[config.mk]
export PLATFORM = sky130hd
export DESIGN_NAME = glyph_outline_alpha_3x3
export DESIGN_NICKNAME = d
export VERILOG_FILES = /design/src/rtl/core/goa3_pkg.sv /design/src/rtl/core/goa3_front.sv /design/src/rtl/core/goa3_fifo.sv /design/src/rtl/core/goa3_back.sv /design/src/rtl/core/glyph_outline_alpha_3x3.sv
export SDC_FILE = /design/constraint.sdc
export NUM_CORES = 2
export LEC_CHECK = 0
export BUFFER_PORTS_ARGS = -buffer_cell sky130_fd_sc_hd__buf_2
export CORE_UTILIZATION = 65
export CTS_CLUSTER_SIZE = 8
export DETAILED_ROUTE_END_ITERATION = 10
export PLACE_DENSITY_LB_ADDON = 0.3
export SYNTH_ARGS = -nofsm -noshare
export SYNTH_HDL_FRONTEND = slang
export SYNTH_SLANG_ARGS = --single-unit
[constraint.sdc]
create_clock -name aclk -period 18.59 [get_ports aclk]
set_input_delay 0.9295 -clock aclk [delete_from_list [all_inputs] [get_ports aclk]]
set_output_delay 0.9295 -clock aclk [all_outputs]
set_load 0.02 [all_outputs]
[src/rtl/core/goa3_pkg.sv]
// ----------------------------------------------------------------------------
// goa3_pkg: shared types and constants for the glyph outline alpha filter
// Holds field widths, config register indexes, the front-to-back command
// and the size clamps; the front uses both, the back only the width clamp.
// ----------------------------------------------------------------------------
package goa3_pkg;

    localparam int PIX_W       = 8;
    localparam int COL_W       = 6;
    localparam int ROW_W       = 8;
    localparam int GAIN_W      = 8;
    localparam int MAX_WIDTH   = 63;
    localparam int MIN_SIZE    = 3;
    localparam int LINE_DEPTH  = 2 ** COL_W;
    localparam int QUEUE_DEPTH = 2;
    localparam int QPTR_W      = $clog2(QUEUE_DEPTH);
    localparam int QCNT_W      = $clog2(QUEUE_DEPTH + 1);
    localparam int MAX_RESULTS = 64;

    localparam int DIAG_WEIGHT = 181;
    localparam int SIDE_SHIFT  = 8;
    localparam int GAIN_SHIFT  = 16;
    localparam int SUM_W       = 19;
    localparam int PROD_W      = SUM_W + GAIN_W;

    // config register indexes
    localparam int CFG_ADDR_W = 2;
    localparam logic [CFG_ADDR_W-1:0] CFG_IMAGE_WIDTH  = 2'd0;
    localparam logic [CFG_ADDR_W-1:0] CFG_IMAGE_HEIGHT = 2'd1;
    localparam logic [CFG_ADDR_W-1:0] CFG_OUTLINE_GAIN = 2'd2;

    localparam logic [COL_W-1:0]  RST_IMAGE_WIDTH  = 6'd16;
    localparam logic [ROW_W-1:0]  RST_IMAGE_HEIGHT = 8'd16;
    localparam logic [GAIN_W-1:0] RST_OUTLINE_GAIN = 8'd128;

    // one classified pixel, front to back
    typedef struct packed {
        logic [PIX_W-1:0] pixel;
        logic [COL_W-1:0] col;
        logic             pre_emit;   // first column, row >= 2: finish previous row
        logic             clear_win;  // first column: window starts empty
        logic             top_ok;     // row >= 2
        logic             mid_ok;     // row >= 1
        logic             post_emit;  // row >= 1 and column >= 1
        logic             flush;      // final pixel of the image
    } cmd_t;

    function automatic logic [COL_W-1:0] eff_width(input logic [COL_W-1:0] w);
        logic [COL_W-1:0] r;
        r = w;
        if (w < COL_W'(MIN_SIZE)) begin
            r = COL_W'(MIN_SIZE);
        end else if (w > COL_W'(MAX_WIDTH)) begin
            r = COL_W'(MAX_WIDTH);
        end
        return r;
    endfunction

    function automatic logic [ROW_W-1:0] eff_height(input logic [ROW_W-1:0] h);
        logic [ROW_W-1:0] r;
        r = h;
        if (h < ROW_W'(MIN_SIZE)) begin
            r = ROW_W'(MIN_SIZE);
        end
        return r;
    endfunction

endpackage

[src/rtl/core/goa3_front.sv]
// ----------------------------------------------------------------------------
// goa3_front: pixel intake and classification
// Tracks the raster position of the next pixel and turns every accepted
// pixel into a command that tells the back which results it causes.
// ----------------------------------------------------------------------------
module goa3_front (
    input  logic                          aclk,
    input  logic                          aresetn,
    input  logic [goa3_pkg::COL_W-1:0]    image_width,
    input  logic [goa3_pkg::ROW_W-1:0]    image_height,
    input  logic                          s_tvalid,
    output logic                          s_tready,
    input  logic [goa3_pkg::PIX_W-1:0]    s_tdata,    // [7:0] pixel_value
    input  logic                          q_full,
    output logic                          q_push,
    output goa3_pkg::cmd_t                q_cmd
);

    logic [goa3_pkg::COL_W-1:0] col_reg, col_next;
    logic [goa3_pkg::ROW_W-1:0] row_reg, row_next;
    logic [goa3_pkg::COL_W-1:0] w_eff, c;
    logic [goa3_pkg::ROW_W-1:0] h_eff, r;
    logic                       oob, is_last;
    logic [goa3_pkg::COL_W:0]   c_inc;

    assign s_tready = !q_full;
    assign q_push   = s_tvalid && s_tready;

    always_comb begin
        w_eff   = goa3_pkg::eff_width(image_width);
        h_eff   = goa3_pkg::eff_height(image_height);
        // a size change can leave the position outside the image
        oob     = (col_reg >= w_eff) || (row_reg >= h_eff);
        c       = oob ? '0 : col_reg;
        r       = oob ? '0 : row_reg;
        c_inc   = {1'b0, c} + 1'b1;
        is_last = (r == h_eff - 1'b1) && (c == w_eff - 1'b1);

        q_cmd.pixel     = s_tdata;
        q_cmd.col       = c;
        q_cmd.pre_emit  = (c == '0) && (r >= goa3_pkg::ROW_W'(2));
        q_cmd.clear_win = (c == '0);
        q_cmd.top_ok    = (r >= goa3_pkg::ROW_W'(2));
        q_cmd.mid_ok    = (r != '0);
        q_cmd.post_emit = (r != '0) && (c != '0);
        q_cmd.flush     = is_last;

        col_next = col_reg;
        row_next = row_reg;
        if (q_push) begin
            if (is_last) begin
                col_next = '0;
                row_next = '0;
            end else if (c_inc >= {1'b0, w_eff}) begin
                col_next = '0;
                row_next = r + 1'b1;
            end else begin
                col_next = c_inc[goa3_pkg::COL_W-1:0];
                row_next = r;
            end
        end
    end

    always_ff @(posedge aclk) begin
        if (!aresetn) begin
            col_reg <= '0;
            row_reg <= '0;
        end else begin
            col_reg <= col_next;
            row_reg <= row_next;
        end
    end

endmodule

[src/rtl/core/goa3_fifo.sv]
// ----------------------------------------------------------------------------
// goa3_fifo: short command queue between front and back
// Lets the front keep taking pixels while the back works off results.
// ----------------------------------------------------------------------------
module goa3_fifo (
    input  logic           aclk,
    input  logic           aresetn,
    input  logic           push,
    input  goa3_pkg::cmd_t push_cmd,
    input  logic           pop,
    output goa3_pkg::cmd_t head_cmd,
    output logic           full,
    output logic           empty
);

    goa3_pkg::cmd_t                 mem_reg [goa3_pkg::QUEUE_DEPTH];
    logic [goa3_pkg::QPTR_W-1:0]    wptr_reg, rptr_reg;
    logic [goa3_pkg::QCNT_W-1:0]    cnt_reg, cnt_next;
    logic                           do_push, do_pop;

    assign full     = (cnt_reg == goa3_pkg::QCNT_W'(goa3_pkg::QUEUE_DEPTH));
    assign empty    = (cnt_reg == '0);
    assign do_push  = push && !full;
    assign do_pop   = pop && !empty;
    assign head_cmd = mem_reg[rptr_reg];

    always_comb begin
        cnt_next = cnt_reg;
        if (do_push && !do_pop) begin
            cnt_next = cnt_reg + 1'b1;
        end else if (do_pop && !do_push) begin
            cnt_next = cnt_reg - 1'b1;
        end
    end

    always_ff @(posedge aclk) begin
        if (do_push) begin
            mem_reg[wptr_reg] <= push_cmd;
        end
    end

    always_ff @(posedge aclk) begin
        if (!aresetn) begin
            wptr_reg <= '0;
            rptr_reg <= '0;
            cnt_reg  <= '0;
        end else begin
            if (do_push) begin
                wptr_reg <= wptr_reg + 1'b1;
            end
            if (do_pop) begin
                rptr_reg <= rptr_reg + 1'b1;
            end
            cnt_reg <= cnt_next;
        end
    end

endmodule

[src/rtl/core/goa3_back.sv]
// ----------------------------------------------------------------------------
// goa3_back: line stores, 3x3 window and result sequencer
// Pops one command at a time, updates the two line stores and the window,
// and emits results through a registered output stage. The final pixel of
// an image starts a flush pass that replays both stored lines.
// ----------------------------------------------------------------------------
module goa3_back (
    input  logic                          aclk,
    input  logic                          aresetn,
    input  logic [goa3_pkg::COL_W-1:0]    image_width,
    input  logic [goa3_pkg::GAIN_W-1:0]   outline_gain,
    input  goa3_pkg::cmd_t                q_head,
    input  logic                          q_empty,
    output logic                          q_pop,
    output logic                          m_tvalid,
    input  logic                          m_tready,
    output logic [2*goa3_pkg::PIX_W-1:0]  m_tdata,    // [7:0] luminance, [15:8] alpha
    output logic                          m_tlast,    // run_last
    output logic                          m_tuser     // image_end
);

    typedef enum logic [9:0] {
        S_IDLE = 10'b00_0000_0001,
        S_PRE  = 10'b00_0000_0010,
        S_MAIN = 10'b00_0000_0100,
        S_FL0  = 10'b00_0000_1000,
        S_FLA  = 10'b00_0001_0000,
        S_FLB  = 10'b00_0010_0000,
        S_FLC  = 10'b00_0100_0000,
        S_FLD  = 10'b00_1000_0000,
        S_SUM  = 10'b01_0000_0000,
        S_OUT  = 10'b10_0000_0000
    } state_t;

    typedef logic [8:0][goa3_pkg::PIX_W-1:0] win_t;

    localparam int PW = goa3_pkg::PIX_W;
    localparam int ACC_W = PW + 2;

    logic [PW-1:0] older_mem [goa3_pkg::LINE_DEPTH];
    logic [PW-1:0] newer_mem [goa3_pkg::LINE_DEPTH];

    state_t                          state_reg, state_next;
    state_t                          ret_reg, ret_next;
    goa3_pkg::cmd_t                  cmd_reg;
    logic                            last_reg, last_next;
    logic                            end_reg, end_next;
    logic [goa3_pkg::COL_W-1:0]      x_reg, x_next;
    logic [PW-1:0]                   rd_old_reg, rd_new_reg;
    win_t                            win_reg, win_next;
    logic [goa3_pkg::SUM_W-1:0]      sum_reg;
    logic [PW-1:0]                   lum_reg;
    logic                            m_tvalid_reg;
    logic [2*PW-1:0]                 m_tdata_reg;
    logic                            m_tlast_reg, m_tuser_reg;

    logic                            rd_en, wr_en;
    logic [goa3_pkg::COL_W-1:0]      rd_addr;
    logic [goa3_pkg::COL_W-1:0]      w_eff;
    logic [goa3_pkg::COL_W:0]        x_inc;
    logic                            tail_cut;
    logic [ACC_W-1:0]                side, diag;
    logic [goa3_pkg::SUM_W-1:0]      sum_now;
    logic [goa3_pkg::PROD_W-1:0]     prod;
    logic [goa3_pkg::PROD_W-goa3_pkg::GAIN_SHIFT:0] alpha_wide;
    logic [PW-1:0]                   alpha;
    logic                            out_free, load_out;

    function automatic win_t shift_in(input win_t w, input logic [PW-1:0] t,
                                      input logic [PW-1:0] m, input logic [PW-1:0] b);
        win_t r;
        r    = w;
        r[0] = w[1];
        r[1] = w[2];
        r[2] = t;
        r[3] = w[4];
        r[4] = w[5];
        r[5] = m;
        r[6] = w[7];
        r[7] = w[8];
        r[8] = b;
        return r;
    endfunction

    assign w_eff    = goa3_pkg::eff_width(image_width);
    assign x_inc    = {1'b0, x_reg} + 1'b1;
    assign out_free = !m_tvalid_reg || m_tready;
    assign load_out = (state_reg == S_OUT) && out_free;
    // final pixel causes width+2 results; past the per-beat cap the closing one is lost
    assign tail_cut = ({1'b0, w_eff} >
                       (goa3_pkg::COL_W+1)'(goa3_pkg::MAX_RESULTS - 2));

    // neighborhood sum, center excluded
    always_comb begin
        side    = ACC_W'(win_reg[1]) + ACC_W'(win_reg[3])
                + ACC_W'(win_reg[5]) + ACC_W'(win_reg[7]);
        diag    = ACC_W'(win_reg[0]) + ACC_W'(win_reg[2])
                + ACC_W'(win_reg[6]) + ACC_W'(win_reg[8]);
        sum_now = (goa3_pkg::SUM_W'(side) << goa3_pkg::SIDE_SHIFT)
                + goa3_pkg::SUM_W'(diag) * goa3_pkg::SUM_W'(goa3_pkg::DIAG_WEIGHT);
    end

    always_comb begin
        prod       = goa3_pkg::PROD_W'(outline_gain) * goa3_pkg::PROD_W'(sum_reg);
        alpha_wide = {1'b0, prod[goa3_pkg::PROD_W-1:goa3_pkg::GAIN_SHIFT]}
                   + ($bits(alpha_wide))'(lum_reg);
        alpha      = (alpha_wide > ($bits(alpha_wide))'(255)) ? 8'hFF
                   : alpha_wide[PW-1:0];
    end

    always_comb begin
        state_next = state_reg;
        ret_next   = ret_reg;
        last_next  = last_reg;
        end_next   = end_reg;
        x_next     = x_reg;
        win_next   = win_reg;
        rd_en      = 1'b0;
        rd_addr    = q_head.col;
        wr_en      = 1'b0;
        q_pop      = 1'b0;
        case (state_reg)
            S_IDLE: begin
                if (!q_empty) begin
                    q_pop      = 1'b1;
                    rd_en      = 1'b1;
                    state_next = S_PRE;
                end
            end
            S_PRE: begin
                if (cmd_reg.pre_emit) begin
                    // close out the previous row with zeros on the right
                    win_next   = shift_in(win_reg, '0, '0, '0);
                    last_next  = !cmd_reg.post_emit && !cmd_reg.flush;
                    end_next   = 1'b0;
                    ret_next   = S_MAIN;
                    state_next = S_SUM;
                end else begin
                    state_next = S_MAIN;
                end
            end
            S_MAIN: begin
                wr_en    = 1'b1;
                win_next = shift_in(cmd_reg.clear_win ? win_t'('0) : win_reg,
                                    cmd_reg.top_ok ? rd_old_reg : '0,
                                    cmd_reg.mid_ok ? rd_new_reg : '0,
                                    cmd_reg.pixel);
                if (cmd_reg.post_emit) begin
                    last_next  = !cmd_reg.flush;
                    end_next   = 1'b0;
                    ret_next   = cmd_reg.flush ? S_FL0 : S_IDLE;
                    state_next = S_SUM;
                end else if (cmd_reg.flush) begin
                    state_next = S_FL0;
                end else begin
                    state_next = S_IDLE;
                end
            end
            S_FL0: begin
                win_next   = shift_in(win_reg, '0, '0, '0);
                last_next  = 1'b0;
                end_next   = 1'b0;
                ret_next   = S_FLA;
                state_next = S_SUM;
            end
            S_FLA: begin
                win_next   = '0;
                x_next     = '0;
                rd_en      = 1'b1;
                rd_addr    = '0;
                state_next = S_FLB;
            end
            S_FLB: begin
                // last row: nothing below it
                win_next = shift_in(win_reg, rd_old_reg, rd_new_reg, '0);
                if (x_reg != '0) begin
                    last_next  = tail_cut && (x_inc == {1'b0, w_eff});
                    end_next   = 1'b0;
                    ret_next   = S_FLC;
                    state_next = S_SUM;
                end else begin
                    state_next = S_FLC;
                end
            end
            S_FLC: begin
                if (x_inc < {1'b0, w_eff}) begin
                    x_next     = x_inc[goa3_pkg::COL_W-1:0];
                    rd_en      = 1'b1;
                    rd_addr    = x_inc[goa3_pkg::COL_W-1:0];
                    state_next = S_FLB;
                end else begin
                    state_next = tail_cut ? S_IDLE : S_FLD;
                end
            end
            S_FLD: begin
                win_next   = shift_in(win_reg, '0, '0, '0);
                last_next  = 1'b1;
                end_next   = 1'b1;
                ret_next   = S_IDLE;
                state_next = S_SUM;
            end
            S_SUM: begin
                state_next = S_OUT;
            end
            S_OUT: begin
                if (out_free) begin
                    state_next = ret_reg;
                end
            end
            default: begin
                state_next = S_IDLE;
            end
        endcase
    end

    // line stores
    always_ff @(posedge aclk) begin
        if (wr_en) begin
            older_mem[cmd_reg.col] <= rd_new_reg;
            newer_mem[cmd_reg.col] <= cmd_reg.pixel;
        end
        if (rd_en) begin
            rd_old_reg <= older_mem[rd_addr];
            rd_new_reg <= newer_mem[rd_addr];
        end
    end

    // payload
    always_ff @(posedge aclk) begin
        if (q_pop) begin
            cmd_reg <= q_head;
        end
        if (state_reg == S_SUM) begin
            sum_reg <= sum_now;
            lum_reg <= win_reg[4];
        end
        if (load_out) begin
            m_tdata_reg <= {alpha, lum_reg};
            m_tlast_reg <= last_reg;
            m_tuser_reg <= end_reg;
        end
        ret_reg  <= ret_next;
        last_reg <= last_next;
        end_reg  <= end_next;
        x_reg    <= x_next;
    end

    always_ff @(posedge aclk) begin
        if (!aresetn) begin
            state_reg    <= S_IDLE;
            win_reg      <= '0;
            m_tvalid_reg <= 1'b0;
        end else begin
            state_reg <= state_next;
            win_reg   <= win_next;
            if (out_free) begin
                m_tvalid_reg <= load_out;
            end
        end
    end

    assign m_tvalid = m_tvalid_reg;
    assign m_tdata  = m_tdata_reg;
    assign m_tlast  = m_tlast_reg;
    assign m_tuser  = m_tuser_reg;

endmodule

[src/rtl/core/glyph_outline_alpha_3x3.sv]
// ----------------------------------------------------------------------------
// glyph_outline_alpha_3x3: outline alpha filter for 8-bit glyph coverage
// Weighted 3x3 neighborhood sum per pixel, alpha = gain*sum/65536 + pixel.
// ----------------------------------------------------------------------------
// Usage:
//   s_ channel takes one coverage pixel per beat in raster order. m_ channel
//   gives one result per beat: luminance and alpha in m_tdata, m_tlast on the
//   last result caused by an input beat, m_tuser on the final result of the
//   image. Results trail the input by one line plus one pixel; the last pixel
//   of the image flushes the remaining results, at most 64 per input beat.
//   Config (cfg_we/cfg_addr/cfg_wdata) sets width, height and gain; write it
//   only while the block is idle.
// Timing:
//   a pixel beat is classified by the front and queued (two entries). The
//   back sequencer handles one command at a time and pops the next only after
//   it has loaded every result of the current one into the output register.
//   A flush replays both stored lines; at width 63 the closing result falls
//   past the cap. Each result is summed into a register before it is loaded
//   into the output register.
// Reset and stall:
//   synchronous active-low reset empties the queue, clears window and
//   position, and restores width 16, height 16, gain 128. When the receiver
//   stalls, the output register holds, the back waits, the queue fills and
//   s_tready falls.
// ----------------------------------------------------------------------------
module glyph_outline_alpha_3x3 (
    input  logic                                aclk,
    input  logic                                aresetn,
    input  logic                                s_tvalid,
    output logic                                s_tready,
    input  logic [goa3_pkg::PIX_W-1:0]          s_tdata,    // [7:0] pixel_value
    output logic                                m_tvalid,
    input  logic                                m_tready,
    output logic [2*goa3_pkg::PIX_W-1:0]        m_tdata,    // [7:0] luminance, [15:8] alpha
    output logic                                m_tlast,    // run_last
    output logic                                m_tuser,    // image_end
    input  logic                                cfg_we,
    input  logic [goa3_pkg::CFG_ADDR_W-1:0]     cfg_addr,
    input  logic [goa3_pkg::ROW_W-1:0]          cfg_wdata
);

    logic [goa3_pkg::COL_W-1:0]  image_width_reg;
    logic [goa3_pkg::ROW_W-1:0]  image_height_reg;
    logic [goa3_pkg::GAIN_W-1:0] outline_gain_reg;

    logic           q_push, q_pop, q_full, q_empty;
    goa3_pkg::cmd_t q_cmd, q_head;

    always_ff @(posedge aclk) begin
        if (!aresetn) begin
            image_width_reg  <= goa3_pkg::RST_IMAGE_WIDTH;
            image_height_reg <= goa3_pkg::RST_IMAGE_HEIGHT;
            outline_gain_reg <= goa3_pkg::RST_OUTLINE_GAIN;
        end else if (cfg_we) begin
            case (cfg_addr)
                goa3_pkg::CFG_IMAGE_WIDTH: begin
                    image_width_reg <= cfg_wdata[goa3_pkg::COL_W-1:0];
                end
                goa3_pkg::CFG_IMAGE_HEIGHT: begin
                    image_height_reg <= cfg_wdata;
                end
                goa3_pkg::CFG_OUTLINE_GAIN: begin
                    outline_gain_reg <= cfg_wdata;
                end
                default: begin
                end
            endcase
        end
    end

    goa3_front u_front (
        .aclk         (aclk),
        .aresetn      (aresetn),
        .image_width  (image_width_reg),
        .image_height (image_height_reg),
        .s_tvalid     (s_tvalid),
        .s_tready     (s_tready),
        .s_tdata      (s_tdata),
        .q_full       (q_full),
        .q_push       (q_push),
        .q_cmd        (q_cmd)
    );

    goa3_fifo u_fifo (
        .aclk     (aclk),
        .aresetn  (aresetn),
        .push     (q_push),
        .push_cmd (q_cmd),
        .pop      (q_pop),
        .head_cmd (q_head),
        .full     (q_full),
        .empty    (q_empty)
    );

    goa3_back u_back (
        .aclk         (aclk),
        .aresetn      (aresetn),
        .image_width  (image_width_reg),
        .outline_gain (outline_gain_reg),
        .q_head       (q_head),
        .q_empty      (q_empty),
        .q_pop        (q_pop),
        .m_tvalid     (m_tvalid),
        .m_tready     (m_tready),
        .m_tdata      (m_tdata),
        .m_tlast      (m_tlast),
        .m_tuser      (m_tuser)
    );

endmodule

==> results.md <==
- Run status: finished clean
- Synth Area in Compound Gates: 0.0973
- Simple-Gate Fraction of Synth Area: 0.0832
- Max H-tree Level: 4
- DRT met1 WL: 53.7 mm
- Nets: approximately 4800
- TNS Setup: 0 ns
- WL final: between 100 and 150 mm
- R2R cell count: 25
- Yosys warns: 0
- Global Route Usage Sum: 0.307
- Register area share after synthesis: 0.636
- Area of placed instances: roughly 60000 µm²
- Number of synthesized flops with an enable pin: approximately 1200
- Fmax: approximately 0.14 GHz
- Xor and xnor area share after synthesis: 0.0117
- Post-synthesis mux area share: 0.0499
- Clock transition at path regs: about 0.05 ns
- Die Span Y: 302 µm
- Commonest non-fill, non-tap cell in the layout: edfxtp_1
- Setup CP Type: flip-flop to flip-flop
- Synth-to-Final Area Change: 11.4%
- Die Area: ~91000 µm²
- Final HPWL DP: 83.3 mm
- DP Worst Slack: 11.35 ns
- Tmin final: just over 7 ns
- Antenna Nets Post-Route: 0
- Final core occ: 0.735
- HP Start: s_tdata[3]
- DR vias/cell: 6.51
- Met3 WL: 14.5 mm
- Critical Path End Type: flip-flop
- Vias in the first global route: 36155
- Total CTS buffers: approximately 180
- Setup WS post-layout: 11.36 ns
- Clk_lat worst skew: between 0.7 and 0.8 ns
- Crit start category: flip-flop
- Syn_nets: 4668
- Highest Signal Layer: met5
- Initial core utilization: 0.659
- Crit-path slowest cell: fa_1
- Reg2Reg Launch Point: u_back.win_reg[0]
- Post-CTS sizing: 0
- Cell mode on critical path: fa_1
- GP Congestion: approximately 0.87
- VDD IR-drop max: between 0.1 and 0.15 mV
- Die width: between 300 and 400 µm
- Finished Layout Cells: 5658
- Crit-path max FO: 4
- Hold path depth: 1
- Antenna violations before repair: 4
- R2r endpoint: u_back.sum_reg[18]
- Hold buffer count at cts: 0
- Most frequent cells in the layout: edfxtp_1, nand2_1, a21oi_1
- Unrepaired setup endpoints after global routing: false
- Min-delay worst type: input pin to flip-flop
- CP startpoint: u_back.win_reg[0]
- Clock buffer depth: 3
- Largest net degree at the start of global routing: roughly 190
- Pins Over Slew Limit: 0
- Gr ovfl total: 0
- Root Buffer: clkbuf_16
- IO buf count: 42
- # diodes: 0
- Via Count: ~37000
- Mapped Cells: between 4000 and 5000
- Async SR Flop Fraction: 0
- Final instance area: 65200 µm²
- Worst slew pin tran: between 1 and 1.5 ns
- Final hold vios: 0
- Worst reg2reg setup slack: 11.36 ns
- Drt initial violations: 4761
- TritonRoute pass-1 iters: 6
- Row Count: approximately 110
- Hold worst-path end: u_fifo.mem_reg[0][15]
- Yosys reg bits: between 1000 and 1500
- Leakage: 24.5 nW
- CP max stage delay: 0.54 ns
- Crit path DAT: a little under 8 ns
- CORE AREA: ~90000 µm²
- CTS sink cnt: 1282
- Max-Cap Viols: 0
- Pwr per Cell Area: ~130 nW/µm²
- Post-CTS Setup Inserts: 0
- Crit-path leading delay family: adder cells
- Worst path required time: approximately 19 ns
- Top_reg_cell synth: edfxtp_1
- Top Ports: 43
- Share of post-route cells with drive strength above 1: 0.0961
- Period utilization: 0.389
- Met2 routed WL: ~66 mm
- Syn Area/Cell: 13.5 µm²
- First-pass GRT wire length: roughly 210 mm
- Cell variety after synth: between 70 and 80
- Buf/Inv on CP: 4
- Cell Area, Synth: 58500 µm²
- Remaining DRCs: 0
- Routed WL per cell: 24.6 µm
- Placed Instances: between 5000 and 6000
- Slew margin rel.: 0.163
- Synth Area in Adders: 0.0868
- Worst Skew: 0.0319 ns
- Largest family of logic cells by synthesized area: compound AO/OA/AOI/OAI gates
- CTS tree: done
- Setup Viol. Count Final: 0
cell families (layout without fill, tap and decap cells):
| group | after synthesis | in the layout |
|---|---|---|
| xor+xnor | 78 | 78 |
| flops | 1282 | 1282 |
| fa+ha+maj | 316 | 316 |
| simple gates | 1002 | 1002 |
| mux | 289 | 289 |
| compound gates | 851 | 851 |
| buf+inv | 511 | 675 |
worst max path at each step:
stage	endpoint	cells past startpoint	slack [ns]
2_1_floorplan	u_back.sum_reg[18]	26	11.82
3_3_place_gp	u_back.sum_reg[18]	25	11.44
3_5_place_dp	u_back.sum_reg[18]	25	11.35
4_1_cts	u_back.sum_reg[18]	25	11.35
5_1_grt	u_back.sum_reg[18]	25	11.04
6_report	u_back.sum_reg[18]	25	11.36
layout make-up:
cell class | instances | area [µm²]
clock buffer | 226 | 4710
clock inverter | 11 | 250
fill | 5398 | 23600
inverter | 278 | 1040
multi-input combinational | 2536 | 19300
sequential | 1282 | 37300
tap | 1165 | 1460
timing repair buffer | 160 | 1160
cell usage after synthesis (17+ instances only):
cell / n / share of area
mux2i_1: 268 / 0.046
ha_1: 166 / 0.035
inv_1: 278 / 0.018
buf_2: 44 / 0.0038
edfxtp_1: 1158 / 0.59
and2_1: 121 / 0.013
nor3_1: 22 / 0.0019
clkbuf_1: 163 / 0.010
a21oi_1: 365 / 0.031
a22oi_1: 206 / 0.026
a21o_1: 28 / 0.0036
nand3_1: 99 / 0.0085
o21bai_1: 19 / 0.0024
xnor2_1: 44 / 0.0066
and4_1: 17 / 0.0025
fa_1: 150 / 0.051
o21ai_0: 32 / 0.0027
nor2_1: 168 / 0.011
a221oi_1: 113 / 0.017
nand2_1: 406 / 0.026
nor4_1: 53 / 0.0057
dfxtp_1: 124 / 0.042
xor2_1: 34 / 0.0051
mux2_2: 21 / 0.0040
layer usage:
metal,vias to the layer above,GRT usage
li1,16256,-
met1,18132,0.424
met2,2122,0.488
met3,326,0.0574
met4,2,0.123
met5,-,0
power by group:
part	total, W	leakage (nW)	internal, W	switching, W
Clock	0.00291	2.39	0.00175	0.00116
Sequential	0.00368	11.5	0.00356	0.000121
Combinational	0.00202	10.6	0.000559	0.00146
Total	0.00862	24.5	0.00587	0.00274
worst reg2reg max path: stages (launching register included):
cell and delay, ns:
dfxtp_1 0.31, ha_1 0.22, fa_1 0.49, inv_1 0.05, fa_1 0.47, inv_1 0.04
ha_1 0.21, fa_1 0.45, a21o_1 0.19, a21oi_1 0.21, o21bai_1 0.10, a21oi_1 0.24
xnor2_1 0.23, ha_1 0.31, inv_1 0.14, fa_1 0.47, fa_1 0.54, inv_1 0.05
fa_1 0.47, ha_1 0.36, a211oi_1 0.32, o31ai_1 0.17, or4_1 0.44, a31o_2 0.25
a21oi_1 0.16, xnor2_1 0.07
through the flow:
stage / total power (W) / hold slack (ns)
after detailed placement: 0.00569 / 0.412
after floorplan: 0.00498 / 0.400
final: 0.00862 / 0.361
after global routing: 0.00887 / 0.343
after global placement: 0.00562 / 0.406
after CTS: 0.00859 / 0.325
Power figures use the tool's default switching activity.
